===== src/sv/rsbu_pkg.sv =====
package rsbu_pkg;

    // Operation groups
    typedef enum logic [1:0] {
        OP_ROTATE = 2'd0,
        OP_BIT    = 2'd1,
        OP_RES    = 2'd2,
        OP_SET    = 2'd3
    } op_t;

    // Rotate / shift kinds, selected by bit_select in the rotate group
    typedef enum logic [2:0] {
        ROT_RLC = 3'd0,
        ROT_RRC = 3'd1,
        ROT_RL  = 3'd2,
        ROT_RR  = 3'd3,
        ROT_SLA = 3'd4,
        ROT_SRA = 3'd5,
        ROT_SLL = 3'd6,
        ROT_SRL = 3'd7
    } rot_kind_t;

    localparam int unsigned DATA_W  = 8;
    localparam int unsigned TDATA_W = 16;
    localparam int unsigned S_USER_W = 6;
    localparam int unsigned M_USER_W = 1;

    localparam logic [DATA_W-1:0] SIGN_MASK = 8'h80;
    localparam logic [DATA_W-1:0] LSB_ONE   = 8'h01;

    // One accepted input word, unpacked
    typedef struct packed {
        op_t                operation;
        logic [2:0]         bit_select;
        logic               accumulator_form;
        logic [DATA_W-1:0]  operand;
        logic               carry_in;
        logic               sign_in;
        logic               zero_in;
        logic               parity_in;
    } in_word_t;

    // One result word, unpacked
    typedef struct packed {
        logic [DATA_W-1:0]  result;
        logic               write_back;
        logic               carry_out;
        logic               sign_out;
        logic               zero_out;
        logic               parity_out;
    } out_word_t;

    // Pipeline handshake between the two register stages
    typedef struct packed {
        logic valid;
        logic advance;
    } stage_ctl_t;

endpackage


===== src/sv/rsbu_in_stage.sv =====
module rsbu_in_stage (
    input  logic                          clk,
    input  logic                          rst_n,
    input  logic                          s_tvalid,
    output logic                          s_tready,
    input  logic [rsbu_pkg::TDATA_W-1:0]  s_tdata,
    input  logic [rsbu_pkg::S_USER_W-1:0] s_tuser,
    input  logic                          advance,
    output rsbu_pkg::in_word_t            word,
    output logic                          valid
);
    import rsbu_pkg::*;

    logic     valid_reg;
    logic     valid_next;
    in_word_t word_reg;
    in_word_t word_unpacked;
    logic     load;

    // Take a new word when empty or when the held word moves on
    assign s_tready = !valid_reg || advance;
    assign load     = s_tvalid && s_tready;

    // Unpack stream fields
    always_comb
    begin
        word_unpacked.operation        = op_t'(s_tuser[1:0]);
        word_unpacked.bit_select       = s_tuser[4:2];
        word_unpacked.accumulator_form = s_tuser[5];
        word_unpacked.operand          = s_tdata[7:0];
        word_unpacked.carry_in         = s_tdata[8];
        word_unpacked.sign_in          = s_tdata[9];
        word_unpacked.zero_in          = s_tdata[10];
        word_unpacked.parity_in        = s_tdata[11];
    end

    always_comb
    begin
        valid_next = valid_reg;
        if (load)
        begin
            valid_next = 1'b1;
        end
        else if (advance)
        begin
            valid_next = 1'b0;
        end
    end

    always_ff @(posedge clk or negedge rst_n)
    begin
        if (!rst_n)
        begin
            valid_reg <= 1'b0;
        end
        else
        begin
            valid_reg <= valid_next;
        end
    end

    always_ff @(posedge clk)
    begin
        if (load)
        begin
            word_reg <= word_unpacked;
        end
    end

    assign word  = word_reg;
    assign valid = valid_reg;

endmodule


===== src/sv/rsbu_alu.sv =====
module rsbu_alu (
    input  rsbu_pkg::in_word_t  word,
    output rsbu_pkg::out_word_t res
);
    import rsbu_pkg::*;

    logic [DATA_W-1:0] d;
    logic [DATA_W-1:0] mask;
    logic [DATA_W-1:0] rot;
    logic              rot_c;
    logic              short_form;

    assign d          = word.operand;
    assign mask       = LSB_ONE << word.bit_select;
    assign short_form = word.accumulator_form && !word.bit_select[2];

    // Rotate / shift network
    always_comb
    begin
        rot   = d;
        rot_c = d[0];
        unique case (rot_kind_t'(word.bit_select))
            ROT_RLC: begin rot = {d[6:0], d[7]};            rot_c = d[7]; end
            ROT_RRC: begin rot = {d[0], d[7:1]};            rot_c = d[0]; end
            ROT_RL:  begin rot = {d[6:0], word.carry_in};   rot_c = d[7]; end
            ROT_RR:  begin rot = {word.carry_in, d[7:1]};   rot_c = d[0]; end
            ROT_SLA: begin rot = {d[6:0], 1'b0};            rot_c = d[7]; end
            ROT_SRA: begin rot = (d >> 1) | (d & SIGN_MASK); rot_c = d[0]; end
            ROT_SLL: begin rot = {d[6:0], 1'b0} | LSB_ONE;  rot_c = d[7]; end
            ROT_SRL: begin rot = {1'b0, d[7:1]};            rot_c = d[0]; end
            default: begin rot = d;                         rot_c = d[0]; end
        endcase
    end

    // Group select and flag update
    always_comb
    begin
        res.result     = d;
        res.write_back = 1'b1;
        res.carry_out  = word.carry_in;
        res.sign_out   = word.sign_in;
        res.zero_out   = word.zero_in;
        res.parity_out = word.parity_in;
        unique case (word.operation)
            OP_ROTATE:
            begin
                res.result    = rot;
                res.carry_out = rot_c;
                if (!short_form)
                begin
                    res.sign_out   = rot[7];
                    res.zero_out   = (rot == '0);
                    res.parity_out = ~(^rot);
                end
            end
            OP_BIT:
            begin
                res.write_back = 1'b0;
                res.zero_out   = ((d & mask) == '0);
            end
            OP_RES:
            begin
                res.result = d & ~mask;
            end
            OP_SET:
            begin
                res.result = d | mask;
            end
            default:
            begin
                res.result = d;
            end
        endcase
    end

endmodule


===== src/sv/rsbu_out_stage.sv =====
module rsbu_out_stage (
    input  logic                          clk,
    input  logic                          rst_n,
    input  rsbu_pkg::stage_ctl_t          up,
    input  rsbu_pkg::out_word_t           res,
    output logic                          ready,
    output logic                          m_tvalid,
    input  logic                          m_tready,
    output logic [rsbu_pkg::TDATA_W-1:0]  m_tdata,
    output logic [rsbu_pkg::M_USER_W-1:0] m_tuser
);
    import rsbu_pkg::*;

    logic      valid_reg;
    logic      valid_next;
    out_word_t res_reg;
    logic      load;

    // Result register frees up when empty or when its word is taken
    assign ready = !valid_reg || m_tready;
    assign load  = up.valid && up.advance;

    always_comb
    begin
        valid_next = valid_reg;
        if (load)
        begin
            valid_next = 1'b1;
        end
        else if (m_tready)
        begin
            valid_next = 1'b0;
        end
    end

    always_ff @(posedge clk or negedge rst_n)
    begin
        if (!rst_n)
        begin
            valid_reg <= 1'b0;
        end
        else
        begin
            valid_reg <= valid_next;
        end
    end

    always_ff @(posedge clk)
    begin
        if (load)
        begin
            res_reg <= res;
        end
    end

    // Pack the result word
    assign m_tvalid = valid_reg;
    assign m_tdata  = {4'b0000, res_reg.parity_out, res_reg.zero_out,
                       res_reg.sign_out, res_reg.carry_out, res_reg.result};
    assign m_tuser  = res_reg.write_back;

endmodule


===== src/sv/rotate_shift_bit_unit_top.sv =====
// Channel  | Dir | tdata (low bit up)                                  | tuser (low bit up)
// ---------+-----+-----------------------------------------------------+-----------------------
// s_       | in  | operand[7:0], carry_in, sign_in, zero_in, parity_in | operation[1:0],
//          |     | then 4 zero bits                                    | bit_select[2:0], acc
// m_       | out | result[7:0], carry_out, sign_out, zero_out,         | write_back
//          |     | parity_out, then 4 zero bits                        |
//
// Two register stages: input register, then bit logic, then result register.
// A word accepted into the input register is loaded into the result register once
// that register has room; one word per cycle while the output is not stalled.
// A stalled result register backs up into the input register; the input
// keeps accepting while either stage has room.
// rst_n clears both valid bits asynchronously; payload is not reset.
module rotate_shift_bit_unit_top (
    input  logic        clk,
    input  logic        rst_n,
    input  logic        s_tvalid,
    output logic        s_tready,
    input  logic [15:0] s_tdata,  // operand, carry_in, sign_in, zero_in, parity_in, pad
    input  logic [5:0]  s_tuser,  // operation, bit_select, accumulator_form
    output logic        m_tvalid,
    input  logic        m_tready,
    output logic [15:0] m_tdata,  // result, carry_out, sign_out, zero_out, parity_out, pad
    output logic [0:0]  m_tuser   // write_back
);
    import rsbu_pkg::*;

    in_word_t   in_word;
    out_word_t  alu_res;
    stage_ctl_t ctl;
    logic       in_valid;
    logic       out_ready;

    assign ctl.valid   = in_valid;
    assign ctl.advance = out_ready;

    // Input register
    rsbu_in_stage u_in (
        .clk      (clk),
        .rst_n    (rst_n),
        .s_tvalid (s_tvalid),
        .s_tready (s_tready),
        .s_tdata  (s_tdata),
        .s_tuser  (s_tuser),
        .advance  (out_ready),
        .word     (in_word),
        .valid    (in_valid)
    );

    // Bit operation logic
    rsbu_alu u_alu (
        .word (in_word),
        .res  (alu_res)
    );

    // Result register
    rsbu_out_stage u_out (
        .clk      (clk),
        .rst_n    (rst_n),
        .up       (ctl),
        .res      (alu_res),
        .ready    (out_ready),
        .m_tvalid (m_tvalid),
        .m_tready (m_tready),
        .m_tdata  (m_tdata),
        .m_tuser  (m_tuser)
    );

    // Empty input register always takes a word
    a_ready_when_empty: assert property (@(posedge clk) disable iff (!rst_n)
        !in_valid |-> s_tready)
        else $error("input stalled with empty input register");

    // A word that can move forward shows up at the output next cycle
    a_forward: assert property (@(posedge clk) disable iff (!rst_n)
        (in_valid && (!m_tvalid || m_tready)) |=> m_tvalid)
        else $error("word lost between stages");

    // Both stages full and output stalled: no new word
    a_full_stall: assert property (@(posedge clk) disable iff (!rst_n)
        (in_valid && m_tvalid && !m_tready) |-> !s_tready)
        else $error("input accepted while pipe is full");

    // A bit test never writes back and never changes the byte
    a_bit_test: assert property (@(posedge clk) disable iff (!rst_n)
        (in_valid && in_word.operation == OP_BIT) |->
            (!alu_res.write_back && alu_res.result == in_word.operand))
        else $error("bit test altered the operand");

endmodule


===== config.mk =====
export PLATFORM = sky130hd
export DESIGN_NAME = rotate_shift_bit_unit_top
export DESIGN_NICKNAME = d
export VERILOG_FILES = /design/src/sv/rsbu_pkg.sv /design/src/sv/rsbu_in_stage.sv /design/src/sv/rsbu_alu.sv /design/src/sv/rsbu_out_stage.sv /design/src/sv/rotate_shift_bit_unit_top.sv
export SDC_FILE = /design/constraint.sdc
export NUM_CORES = 1
export LEC_CHECK = 0
export ABC_CLOCK_PERIOD_IN_PS = 6050
export BUFFER_PORTS_ARGS = -buffer_cell sky130_fd_sc_hd__buf_2
export CORE_MARGIN = 1.5
export CORE_UTILIZATION = 48
export CTS_CLUSTER_SIZE = 20
export DETAILED_ROUTE_END_ITERATION = 8
export PLACE_DENSITY = 0.74
export SLEW_MARGIN = 20
export SYNTH_ARGS = -nofsm -noshare
export SYNTH_HDL_FRONTEND = slang
export SYNTH_HIERARCHICAL = 1
export SYNTH_SLANG_ARGS = --single-unit

===== constraint.sdc =====
create_clock -name clk -period 6.05 [get_ports clk]
set_input_delay 0 -clock clk [delete_from_list [all_inputs] [get_ports clk]]
set_output_delay 0 -clock clk [all_outputs]
set_load 0.005 [all_outputs]

==> impl_metrics.py, run 1 <==
metrics = {
    "run_status": {
        "status": "completed",
    },
    "die": {
        "die_h_um": 62.89,
        "core-area_sq_mm": 0.003390,
        "initial_core_util": 0.5079,
        "die_area_sq_mm": 0.003955,
        "rows": 21,
        "die_w_um": 62.89,
        "io_pins": 45,
    },
    "finish": {
        "area_delta_synth_final_pct": 25.51,
        "layout-drive-gt1-share": 0.2757,
        "n_fill_cell": 261,
        "largest_register_ffs": 18,
        "antennaDiodeCount": 0,
        "nNetsFinal": 215,
    },
    "synthesis": {
        "yosysSeqAreaShare": 0.5698,
        "syn_avg_cell_area_sq_um": 13.35,
        "ys.flop_type": "edfxtp_1",
        "yosysUniqueCellTypes": 33,
        "yosysWarnings": 6,
        "yosys-top-cells-count": "31 x edfxtp_1, 10 x mux2i_1, 10 x nand2_1, 8 x nor2_1, 7 x o21ai_0",
        "async_flop_share": 0.06061,
        "syn_area_sq_mm": 0.001722,
        "synth_top_area_cell": "edfxtp_1",
        "syn_inst": 129,
        "synth_top_area_share": 0.5407,
        "synth_edf_count": 31,
        "yosysMostFrequentCell": "edfxtp_1",
        "synthTopCellsByArea": "edfxtp_1 54%, mux2i_1 5.8%, a221o_1 3.5%",
        "ys_ff_latch": 33,
    },
    "sta": {
        "worstMarginPinSlew_ns": 0.7674,
        "finClkSkew_ns": 0.007967,
        "finalHoldViolCount": 0,
        "fmax_mhz": 426.0,
        "rsz0062_at_grt": "false",
        "slew_viol_final": 0,
        "relSlewSlack": 0.4884,
        "hold_slack_ns": 0.3889,
        "fin_crit_ns": 2.348,
        "finalSetupViolCount": 0,
        "finalCritPeriodShare": 0.3880,
        "finalSetupTns_ns": 0,
    },
    "global_routing": {
        "grt_pass1_wl_um": 5161,
        "grt_pass1_vias": 1170,
        "grt_overflow": 0,
        "grt_max_degree": 22,
        "grt_usage": 0.1692,
        "grt_antenna_before_repair": 0,
    },
    "clock_tree": {
        "clk_pin_slew_ns": 0.10,
        "clock_latency_ns": 0.32,
        "cts-buffers-inserted": 5,
        "cts_root_buf": "clkbuf_4",
        "cts_sinks": 33,
        "cts_resized": 0,
        "cts_tree": "done",
        "htreeDepth": 2,
        "clockBufferDepth": 2,
    },
    "min_path": {
        "hold_class": "input pin to flip-flop",
    },
    "placed_design": {
        "portBuffers": 36,
        "place_congestion": 0.8597,
        "place_hpwl_um": 2055,
    },
    "route": {
        "dr.pass1.iters": 4,
        "viasPerCell": 5.255,
        "wl_per_cell_um": 13.87,
        "vias": 1214,
        "wirelength_um": 3205,
        "antenna_left": 0,
        "drc": 0,
        "drt_iter0_markers": 42,
    },
    "setup_path": {
        "critPathMaxFanout": 21,
        "crit_chain": "o211ai_1, o21ai_0, ha_1, xor2_1, xnor2_1, o21ai_0",
        "cpPeakStageDelay_ns": 0.86,
        "worstPathRequired_ns": 6.12,
        "r2r_slack_ns": 3.70,
        "end_kind": "flip-flop",
        "critPathArrivalTime_ns": 2.41,
        "cp-start-kind": "flip-flop",
        "slowest_stage": "edfxtp_1",
        "cp_common_cell": "o21ai_0",
        "crit_type": "flip-flop to flip-flop",
    },
    "power_and_ir_drop": {
        "irDropWorstVdd_mv": 0.1390,
        "p_per_area_mw_per_mm2": 229.4,
        "leakagePower_nw": 0.8763,
    },
    "job": {
        "drv_cap": 0,
    },
}
critical path: cells and delay by family, from the launching register on:
| kind | cells | cell delay [ns] |
|---|---|---|
| AOI/OAI and AO/OA | 3 | 0.57 |
| xor gates and xnor gates | 2 | 0.35 |
| adders and majority gates | 1 | 0.32 |
| DFF | 1 | 0.86 |
layer usage:
metal / track usage / up-vias / routed length (um)
met5: 0 / - / 0
met4: 0.1000 / 0 / 29
met3: 0.04505 / 4 / 206
met1: 0.1969 / 564 / 1306
met2: 0.2793 / 61 / 1662
li1: - / 585 / -
cell type report:
type	count	area (sq um)	share of cell area
flip-flops and latches	33	980.9	0.4540
multi-input cells	86	673.1	0.3115
repair buffers	58	400.4	0.1853
well taps	46	57.56	0.02664
clock buffers	6	41.29	0.01911
clock inverters	1	3.754	0.001737
inverters	1	3.754	0.001737
cells by family (layout without fill, tap and decap cells):
logic type,count (synthesis),in the layout,synth area share
AOI/OAI and AO/OA,19,19,0.07921
and+or+nand+nor,36,36,0.1177
DFF,33,33,0.5698
xor gates and xnor gates,3,3,0.01526
muxes,20,20,0.1410
buffers and inverters,13,66,0.04578
other,1,4,0.002178
adders and majority gates,4,4,0.02907
power by group:
| group | switching [W] | internal [W] |
|---|---|---|
| sequential | 0.0000197 | 0.000276 |
| clock | 0.0000647 | 0.0000421 |
| combinational | 0.0000408 | 0.0000525 |
repair_timing:
action / in CTS / in global routing
hold buffers: 22 / 0
hold endpoints to repair: 22 / 0
buffers inserted: 0 / 0
stage by stage:
| stage | instance area, sq um | power (W) | worst slack, ns | utilization | instances |
|---|---|---|---|---|---|
| 2_1_floorplan | 1733 | 0.0003545 | 4.019 | - | 132 |
| 3_3_place_gp | 1896 | 0.0003773 | 3.816 | 0.5592 | 202 |
| 3_5_place_dp | 1896 | 0.0003818 | 3.762 | 0.5592 | 202 |
| 4_1_cts | 2161 | 0.0004992 | 3.752 | 0.6375 | 231 |
| 5_1_grt | 2161 | 0.0005233 | 3.554 | 0.6375 | 231 |
| 6_report | 2161 | 0.0004956 | 3.702 | 0.6375 | 231 |
final timing paths:
check | from | end | cells after the start
worst max-delay path | u_in/word[13]$_DFFE_PP_ | u_out/m_tdata[11]$_DFFE_PP_ | 6
worst min-delay path | s_tuser[2] | u_in/word[13]$_DFFE_PP_ | 2
worst max register to register | u_in/word[13]$_DFFE_PP_ | u_out/m_tdata[11]$_DFFE_PP_ | 6
min in group asynchronous | rst_n | u_in/valid$_DFFE_PN0P_ | 3
worst min register to register | u_out/m_tvalid$_DFFE_PN0P_ | u_out/m_tvalid$_DFFE_PN0P_ | 2
max in group asynchronous | rst_n | u_out/m_tvalid$_DFFE_PN0P_ | 3
cells in the final DEF, fill, tap and decap left out:
master,Yosys,layout
buf_2,3,36
edfxtp_1,31,31
dlygate4sd3_1,0,22
mux2i_1,10,10
nand2_1,10,10
nor2_1,8,8
o21ai_0,7,7
a221o_1,6,6
clkbuf_4,0,5
mux2_2,5,5
nand2b_1,4,4
ha_1,4,4
conb_1,1,4
nand3b_1,3,3
mux2_1,3,3
nor3b_1,2,2
a21oi_1,2,2
nor3_1,2,2
a22oi_1,2,2
mux4_1,2,2
xnor2_1,2,2
nand2b_4,2,2
dfrtp_1,2,2
clkbuf_1,3,1
clkinv_1,0,1
or2_2,1,1
or3b_1,1,1
o211ai_1,1,1
nand3_1,1,1
o221ai_1,1,1
xor2_1,1,1
and2_4,1,1
inv_1,1,1
nand2_2,1,1
Power figures use the tool's default switching activity.
==> run 2, diff against run 1 <==
--- a/config.mk
+++ b/config.mk
@@ -5,7 +5,7 @@
 export SDC_FILE = /design/constraint.sdc
 export NUM_CORES = 1
 export LEC_CHECK = 0
-export ABC_CLOCK_PERIOD_IN_PS = 6050
+export ABC_CLOCK_PERIOD_IN_PS = 2310
 export BUFFER_PORTS_ARGS = -buffer_cell sky130_fd_sc_hd__buf_2
 export CORE_MARGIN = 1.5
 export CORE_UTILIZATION = 48
==> constraint.sdc (replaced) <==
create_clock -name clk -period 2.31 [get_ports clk]
set_input_delay 0 -clock clk [delete_from_list [all_inputs] [get_ports clk]]
set_output_delay 0 -clock clk [all_outputs]
set_load 0.005 [all_outputs]
==> run 2 against run 1 <==
- critical path type unchanged
- utilization up 1.3 points
- die area unchanged
- via count up 2.1%
- setup slack worse by 3.5 ns
- global-route usage up 1.0 points
- sequential cell count unchanged
- largest cell class unchanged
- largest power group unchanged
- worst hold slack worse by 0.012 ns
==> impl_metrics.py, run 2 (same netlist as run 1, synthesis figures left out) <==
metrics = {
    "run_status": {
        "status": "completed",
    },
    "job": {
        "drv_cap": 0,
    },
    "clock_tree": {
        "htreeDepth": 2,
        "cts-buffers-inserted": 5,
        "cts_sinks": 33,
        "cts_resized": 0,
        "clockBufferDepth": 2,
        "cts_hold_buf": 22,
        "cts_setup_buffers": 0,
        "clock_latency_ns": 0.33,
        "clk_pin_slew_ns": 0.09,
        "cts_tree": "done",
        "cts_root_buf": "clkbuf_4",
    },
    "die": {
        "die_h_um": 62.89,
        "initial_core_util": 0.5079,
        "io_pins": 45,
        "rows": 21,
        "core-area_sq_mm": 0.003390,
        "die_area_sq_mm": 0.003955,
        "die_w_um": 62.89,
    },
    "power_and_ir_drop": {
        "irDropWorstVdd_mv": 0.3136,
        "internal_power_w": 0.0009723,
        "finalPower_w": 0.001303,
        "leakagePower_nw": 0.9063,
        "p_seq_frac": 0.580,
        "combPwrFrac": 0.205,
        "clkPwrFrac": 0.215,
        "power.switching_w": 0.0003307,
        "swShare": 0.2538,
        "p_per_area_mw_per_mm2": 591.4,
    },
    "setup_path": {
        "slowest_stage": "edfxtp_1",
        "cpPeakStageDelay_ns": 0.54,
        "critical_path_buf_inv_count": 0,
        "critPathArrivalTime_ns": 2.21,
        "cp-startpoint": "u_in/word[14]$_DFFE_PP_",
        "cp_top_family": "flip-flops",
        "cp-start-kind": "flip-flop",
        "r2r_slack_ns": 0.19,
        "timing.rr.start": "u_in/word[14]$_DFFE_PP_",
        "cp.depth": 7,
        "critPathMaxFanout": 9,
        "worstPathRequired_ns": 2.40,
        "r2r_cells": 7,
        "crit_chain": "or3b_1, a21oi_1, a21oi_1, ha_1, xnor2_1, xnor2_1, o21ai_0",
        "end_kind": "flip-flop",
        "crit_type": "flip-flop to flip-flop",
    },
    "route": {
        "met2_length_um": 1601,
        "antenna_left": 0,
        "drc": 0,
        "wl_met1_um": 1423,
        "viasPerCell": 5.250,
        "wl_per_cell_um": 13.78,
        "wirelength_um": 3251,
        "dr.pass1.iters": 4,
        "drt_iter0_markers": 32,
        "vias": 1239,
        "highest_layer": "met4",
        "wl_met3_um": 162,
    },
    "sta": {
        "rsz0062_at_grt": "false",
        "slew_viol_final": 0,
        "finClkSkew_ns": 0.003263,
        "finalSetupViolCount": 0,
        "finalHoldViolCount": 0,
        "fin_ws_ns": 0.1894,
        "finalCritPeriodShare": 0.9180,
        "finalSetupTns_ns": 0,
        "fin_crit_ns": 2.121,
        "fmax_mhz": 471.6,
    },
    "global_routing": {
        "grt_usage": 0.1793,
        "grt_overflow": 0,
        "grt_pass1_vias": 1182,
        "grt_antenna_before_repair": 0,
        "grt_pass1_wl_um": 5409,
        "grt_max_degree": 19,
    },
    "finish": {
        "antennaDiodeCount": 0,
        "n_fill_cell": 266,
        "nNetsFinal": 221,
        "layout-drive-gt1-share": 0.3053,
        "mostFrequentLayoutCell": "buf_2",
        "fin_util": 0.6501,
        "largest_register_ffs": 18,
        "design_area_sq_mm": 0.002203,
        "layout_common_cells": "36 x buf_2, 31 x edfxtp_1, 22 x dlygate4sd3_1, 10 x mux2i_1, 10 x nand2_1",
        "area_delta_synth_final_pct": 27.98,
    },
    "placed_design": {
        "placed_area_sq_mm": 0.001941,
        "post-place-ws_ns": 0.2061,
        "place_hpwl_um": 2173,
        "portBuffers": 36,
        "place_congestion": 0.8646,
    },
    "min_path": {
        "hold_class": "input pin to flip-flop",
        "min_from": "s_tuser[5]",
        "min_delay_path_depth": 2,
    },
}
run 2: cell count changes in the layout (fill, tap and decap cells not counted), sizes merged:
cell,previous run,this run
buf,36,42
clkbuf,6,5
run 2: power groups by stage:
stage          clock [W]  combinational, W  sequential (W)
2_1_floorplan          0          0.000166        0.000763
3_3_place_gp           0          0.000231        0.000767
3_5_place_dp           0          0.000237        0.000770
4_1_cts         0.000289          0.000266        0.000756
5_1_grt         0.000321          0.000294        0.000763
6_report        0.000280          0.000267        0.000756
run 2: path summary, 6_finish.rpt:
check                                                   end
worst max-delay path            u_out/m_tdata[11]$_DFFE_PP_
worst min-delay path                u_in/word[12]$_DFFE_PP_
worst max register to register  u_out/m_tdata[11]$_DFFE_PP_
worst min register to register   u_out/m_tdata[9]$_DFFE_PP_
max in group asynchronous        u_out/m_tvalid$_DFFE_PN0P_
min in group asynchronous            u_in/valid$_DFFE_PN0P_
run 2: layer usage:
metal,GRT usage,vias up
li1,-,601
met1,0.2220,586
met2,0.2939,43
met3,0.05045,9
met4,0.07500,0
met5,0,-
run 2: worst reg2reg max path, stage by stage (launching register included):
cell	delay (ns)
edfxtp_1	0.54
or3b_1	0.40
a21oi_1	0.15
a21oi_1	0.07
ha_1	0.30
xnor2_1	0.20
xnor2_1	0.14
o21ai_0	0.08
run 2: cell type report:
class                           count  area [sq um]  area share
Multi-Input combinational cell     86         673.1      0.3055
Timing Repair Buffer               64         445.4      0.2022
Clock inverter                      1         5.005    0.002271
Sequential cell                    33         980.9      0.4452
Clock buffer                        5         37.54     0.01704
Tap cell                           46         57.56     0.02612
Inverter                            1         3.754    0.001704
run 2: through the flow:
| stage | cells | hold WS (ns) |
|---|---|---|
| final | 236 | 0.3770 |
| after global placement | 208 | -0.2155 |
| after floorplan | 132 | -0.2956 |
| after detailed placement | 208 | -0.2130 |
| after global routing | 236 | 0.3639 |
| after CTS | 236 | 0.3625 |
